$ cat src/rtl/core/rrb_pkg.sv
// shared types and constants for the rotated rectangle bounds core
package rrb_pkg;

  // field widths of the coordinate and size payloads
  localparam int COORD_W = 24;
  localparam int SIZE_W  = 23;

  // default parameter values for the top level
  localparam int DEF_ANGLE_BITS = 16;
  localparam int DEF_TRIG_BITS  = 16;

  // taylor series in q30: pi/2, one, and the number of terms after the first
  localparam logic [30:0] HALF_PI_Q30 = 31'd1686629713;
  localparam int          TERM_STEPS  = 13;
  localparam int          THETA_W     = 31;
  localparam int          X_W         = 32;
  localparam int          ACC_W       = 34;
  localparam logic signed [ACC_W-1:0] ACC_ONE = 34'sd1073741824;

  // corner offset width: coordinate plus size minus pivot
  localparam int DX_W = 26;

  // saturation limits of the result fields
  localparam int COORD_MAX = 8388607;
  localparam int COORD_MIN = -8388608;
  localparam int SIZE_MAX  = 8388607;

  // quadrant of the turn angle
  typedef enum logic [1:0] {
    QUAD_FIRST  = 2'd0,
    QUAD_SECOND = 2'd1,
    QUAD_THIRD  = 2'd2,
    QUAD_FOURTH = 2'd3
  } quad_t;

  // rectangle and pivot carried alongside the angle math
  typedef struct packed {
    logic signed [COORD_W-1:0] rect_left;
    logic signed [COORD_W-1:0] rect_top;
    logic        [SIZE_W-1:0]  rect_width;
    logic        [SIZE_W-1:0]  rect_height;
    logic signed [COORD_W-1:0] pivot_x;
    logic signed [COORD_W-1:0] pivot_y;
  } geom_t;

  // per-stage context of the sine/cosine series
  typedef struct packed {
    quad_t                   quad;
    logic [THETA_W-1:0]      theta;
    logic signed [ACC_W-1:0] s_acc;
    logic signed [ACC_W-1:0] c_acc;
    geom_t                   geom;
  } ctx_t;

  // one result transaction
  typedef struct packed {
    logic signed [COORD_W-1:0] box_left;
    logic signed [COORD_W-1:0] box_top;
    logic        [SIZE_W-1:0]  box_width;
    logic        [SIZE_W-1:0]  box_height;
  } box_t;

endpackage

$ cat src/rtl/core/rrb_out_if.sv
// output channel carrying the bounding box
interface rrb_out_if;
  logic                              valid;
  logic                              ready;
  logic signed [rrb_pkg::COORD_W-1:0] box_left;
  logic signed [rrb_pkg::COORD_W-1:0] box_top;
  logic        [rrb_pkg::SIZE_W-1:0]  box_width;
  logic        [rrb_pkg::SIZE_W-1:0]  box_height;

  modport source (
    output valid, box_left, box_top, box_width, box_height,
    input  ready
  );

  modport sink (
    input  valid, box_left, box_top, box_width, box_height,
    output ready
  );
endinterface

$ cat src/rtl/core/rrb_out_buf.sv
// two-entry result buffer between the pipeline and the output channel
module rrb_out_buf (
  input  logic          clk,
  input  logic          rst,
  input  logic          push,
  input  rrb_pkg::box_t push_box,
  output logic          full,
  rrb_out_if.source     box_out
);

  rrb_pkg::box_t ent [2];
  logic          wr_ptr;
  logic          rd_ptr;
  logic [1:0]    count;
  logic [1:0]    count_next;
  logic          pop;

  assign pop  = box_out.valid && box_out.ready;
  assign full = (count == 2'd2);

  // occupancy
  always_comb begin
    count_next = count;
    if (push && !pop) begin
      count_next = 2'(count + 2'd1);
    end else if (!push && pop) begin
      count_next = 2'(count - 2'd1);
    end
  end

  always_ff @(posedge clk) begin
    if (rst) begin
      count  <= 2'd0;
      wr_ptr <= 1'b0;
      rd_ptr <= 1'b0;
    end else begin
      count <= count_next;
      if (push) begin
        wr_ptr <= ~wr_ptr;
      end
      if (pop) begin
        rd_ptr <= ~rd_ptr;
      end
    end
  end

  // storage
  always_ff @(posedge clk) begin
    if (push) begin
      ent[wr_ptr] <= push_box;
    end
  end

  // output transaction
  assign box_out.valid      = (count != 2'd0);
  assign box_out.box_left   = ent[rd_ptr].box_left;
  assign box_out.box_top    = ent[rd_ptr].box_top;
  assign box_out.box_width  = ent[rd_ptr].box_width;
  assign box_out.box_height = ent[rd_ptr].box_height;

endmodule

$ cat src/flat_wrapper.sv
// flat-port wrapper written by rule: the top's interface ports become plain ports
module rrb_out_buf_flat 
  (clk, rst, push, push_box, full, box_out_valid, box_out_box_left, box_out_box_top, box_out_box_width, box_out_box_height, box_out_ready);
  rrb_out_if box_out_i ();
  input  logic clk;
  input  logic rst;
  input  logic push;
  input  rrb_pkg::box_t push_box;
  output logic full;
  output wire logic [$bits(box_out_i.valid)-1:0] box_out_valid;
  output wire logic [$bits(box_out_i.box_left)-1:0] box_out_box_left;
  output wire logic [$bits(box_out_i.box_top)-1:0] box_out_box_top;
  output wire logic [$bits(box_out_i.box_width)-1:0] box_out_box_width;
  output wire logic [$bits(box_out_i.box_height)-1:0] box_out_box_height;
  input wire logic [$bits(box_out_i.ready)-1:0] box_out_ready;
  assign box_out_valid = box_out_i.valid;
  assign box_out_box_left = box_out_i.box_left;
  assign box_out_box_top = box_out_i.box_top;
  assign box_out_box_width = box_out_i.box_width;
  assign box_out_box_height = box_out_i.box_height;
  assign box_out_i.ready = box_out_ready;
  rrb_out_buf u_core (.clk(clk), .rst(rst), .push(push), .push_box(push_box), .full(full), .box_out(box_out_i));
endmodule
$ cat config.mk
export PLATFORM = sky130hd
export DESIGN_NAME = rrb_out_buf_flat
export DESIGN_NICKNAME = d
export VERILOG_FILES = /design/src/rtl/core/rrb_pkg.sv /design/src/rtl/core/rrb_out_if.sv /design/src/rtl/core/rrb_out_buf.sv /design/src/flat_wrapper.sv
export SDC_FILE = /design/constraint.sdc
export NUM_CORES = 1
export LEC_CHECK = 0
export ABC_AREA = 1
export BUFFER_PORTS_ARGS = -buffer_cell sky130_fd_sc_hd__buf_2
export CORE_AREA = 2 2 157 159
export DETAILED_ROUTE_END_ITERATION = 10
export DIE_AREA = 0 0 159 161
export GPL_TIMING_DRIVEN = 0
export PLACE_DENSITY = 0.57
export SYNTH_ARGS = -nofsm -noshare
export SYNTH_HDL_FRONTEND = slang
export SYNTH_SLANG_ARGS = --single-unit
$ cat constraint.sdc
create_clock -name clk -period 6.45 [get_ports clk]
set_input_delay 0.3225 -clock clk [delete_from_list [all_inputs] [get_ports clk]]
set_output_delay 0.3225 -clock clk [all_outputs]
set_load 0.03 [all_outputs]
# Word-level counts from Yosys, hierarchy flattened
# Memory sizes are Yosys's and may differ from the RTL's. A register that Yosys moved wholly into a read port is not among the register bits.
# Index checks and enable logic that the tools add are counted.
[classes] eq_ne=1 n_reduce_logical=7 n_mux=6 bitwise=2 add_sub_neg=2
[op_table] cell="$mux W1" count=4
[op_table] cell="$mux W2" count=2
[op_table] cell="$reduce_bool A2 Y1" count=2
[op_table] cell="$logic_and A1 B1 Y1" count=3
[op_table] cell="$add A2 B1 Y2 const B" count=1
[op_table] cell="$eq A2 B2 Y1 const B" count=1
[op_table] cell="$logic_not A1 Y1" count=2
[op_table] cell="$not A1 Y1" count=2
[op_table] cell="$sub A2 B1 Y2 const B" count=1
[totals] wordCells=22 reg_bits=4 memories=1 ram_bits=188
[memory_table] memory="u_core.ent" words=2 width=94 read_ports=1 rd_clocked_by_memory_dff=1 write_ports=1 line="rrb_out_buf.sv:11" source="rrb_pkg::box_t ent [2];"

# Longest topological paths before layout
[logic_depth] depth_word=5 mapped_depth=10 ltp_nobuf=10

# Least setup slack after synthesis
# Ideal clock, no wire load.
[synth_path] kind="input to register" start="input port push" end="memory u_core.ent[0][0] in the netlist's numbering (enable)" slack_ns=1.602 setup_time_ns=0.550 cell_stages=2 arrival_time_ns=4.298 path_cell_list="inv_1 nor2_1"
[synth_via] elab_chain_len=2
[synth_rtl] item="start: declaration" line="flat_wrapper.sv:7" source="input logic push;"
[synth_rtl] item="$mux W1" line="rrb_out_buf.sv:49" source="if (push) begin"
[synth_rtl] item="$mux W1 (not written as such)" line="rrb_out_buf.sv:50" source="ent[wr_ptr] <= push_box;"
[synth_rtl] item="end: declaration" line="rrb_out_buf.sv:11"
# Every way passes these cells.

==> metrics <==
library cells used by synthesis=15; crit path DAT=1.80 ns; ratio of cells with drive above 1 in the final layout=between 50% and 60%; Root Buffer=clkbuf_16; synthesized instance count=327; Area growth, synth to finish=29.03%; Stages on worst setup path=4; post-CTS setup buffers=0; worst-path maximum fanout=10; DR vias/cell=4.180; syn_nets=426; crit path launch type=register; r2r startpoint=u_core.wr_ptr; post-CTS sizing=0; crit path cell chain=buf_4, buf_6, mux2_2, buf_2; Skew-Pair Late Insertion Delay=0.42 ns; TritonCTS buffer count=17; total power draw=~3000 uW; 1st-iter DRT viols=164; gp weighted congestion=0.7202; first-pass GRT wire length=22.38 mm; total grt overflow=0; commonest non-fill, non-tap cell in the layout=buf_2; Final nets=642; CP Data Required Time=between 6 and 7 ns; FMAX=about 0.47 GHz; WHS=0.08326 ns; HPWL after detailed placement=between 9 and 10 mm; Slowest cell on crit path=dfxtp_1; drt pass-1 iters=4; Pleak=~0.0034 uW; Post-DRT Antenna Nets=0; worst r2r dst=u_core.ent[1][88]; reg2reg setup slack=4.82 ns; post-route setup TNS=0 ns; setup repair after global routing missed its margin=no; clk sinks=193; initial antenna violation count=0; pin count of the biggest net entering global routing=69; row cnt=between 50 and 60; post-cts hold buffer count=0; via count=approximately 3700; Starting Density=between 20% and 30%; worst slew pin tran=roughly 0.63 ns; die area=25600 sq um; Worst Setup End Kind=output port; power per cell area=329.4 nW/um^2; cell family with most CP delay=buffers and inverters; placed inst area=8502 sq um; FILL cells=2269; warnings from Yosys=0; maximum clock path buffer count=2; Worst Hold Class=in2reg; Die Wd=159 um; Final Cycle Share=32.84%; clock period minus worst slack=2.118 ns; I/O pins=between 150 and 200; syn avg cell area=approximately 21 sq um; GRT Overall Usage=between 10% and 20%; die height=161 um; CP Buf/Inv Count=3; vias in the first global route=4069; most frequent cells in the layout=196 x buf_2, 188 x edfxtp_1, 94 x mux2_2; CP endpoint=box_out_box_top[15]; H-tree lvl count=4; Slew Viols, Final=0; worst rel slew slack=57.96%; CP peak stage delay=0.38 ns; final hold violation count=0; Setup violations, final=0; register area share after synthesis=approximately four fifths; WS Path Type=reg2out; Mapped Area=between 7000 and 8000 sq um; wire per inst=between 15 and 20 um; Max-Cap Viols=0; IO Port Bufs=approximately 190; register bit total from synthesis=193; n_diodes=0; routed wire length=14.39 mm; skew final=just under 0.01 ns; Core ar.=23960 sq um; cells on worst reg2reg path=3; clock transition at the registers of the reported paths=0.07 ns; peak supply drop=roughly 140 uV; outcome=finished, final reports clean; cell area after layout=~9100 sq um; TritonCTS clock tree=built; DRC viols=0
## synth_stat cells (all sizes together)
cell type  count  area (sq um)
nor2           6         22.52
buf           10         90.08
mux2          94          1059
nor3           1         5.000
a21oi          2         10.01
ha             1         12.51
nand3          2         10.01
nand4          1         6.260
o21ai          1         5.000
inv            8         30.03
nand2          8         30.03
edfxtp       188          5645
dfxtp          5         100.1
## power by group
part	internal (uW)	total, uW	switching, uW
Sequential	1450	1470	16.4
Combinational	182	501	319
Clock	541	1020	476
Total	2170	2990	811
## worst min path at each step
stage / slack [ns] / cells after the start / startpoint / to
after floorplan: 0.40 / 1 / rst / u_core.wr_ptr
after global placement: 0.48 / 2 / u_core.rd_ptr / u_core.rd_ptr
after detailed placement: 0.51 / 2 / u_core.rd_ptr / register
after CTS: 0.05 / 2 / rst / u_core.wr_ptr
after global routing: 0.05 / 1 / push_box[10] / u_core.ent[1][10]
final: 0.08 / 2 / rst / u_core.wr_ptr
## state kept, by name, summed over array words and instances (netlist names), named ones only
signal,flops
u_core.count,2
u_core.wr_ptr,1
u_core.rd_ptr,1
u_core.ent,188
## layer usage
| metal | wire length [um] | share of wire [%] | global-route usage, % | up-vias |
|---|---|---|---|---|
| met5 | 0 | 0 | 0 | - |
| met4 | 144 | 1.0 | 3.099 | 0 |
| met3 | 815 | 5.7 | 3.903 | 9 |
| met2 | 7349 | 51 | 19.86 | 122 |
| met1 | 6077 | 42 | 13.64 | 1835 |
| li1 | - | - | - | 1712 |
## cell families after synthesis
| kind of cell | count (synthesis) | synth area share (%) |
|---|---|---|
| fa+ha+maj | 1 | 0.1781 |
| compound gates | 3 | 0.2137 |
| simple gates | 18 | 1.051 |
| buf+inv | 18 | 1.710 |
| flops | 193 | 81.78 |
| mux | 94 | 15.07 |
## stage by stage
stage          setup slack (ns)  util (%)  cells
3_3_place_gp            -0.8281     35.04    844
2_1_floorplan             1.602         -    327
4_1_cts                   4.237     37.83    880
3_5_place_dp              4.706     35.48    848
5_1_grt                   4.178     37.83    880
6_report                  4.332     37.83    880
## cell type report
class | count | area, sq um | area share (%)
plain buffers | 10 | 90.09 | 0.9938
clock buffers | 19 | 432.9 | 4.776
clock inverters | 13 | 130.1 | 1.435
inverters | 8 | 32.53 | 0.3589
multi-input cells | 116 | 1167 | 12.88
flip-flops and latches | 193 | 5746 | 63.38
well taps | 324 | 405.4 | 4.472
repair buffers | 197 | 1061 | 11.70
(Power assumes the default switching activity.)
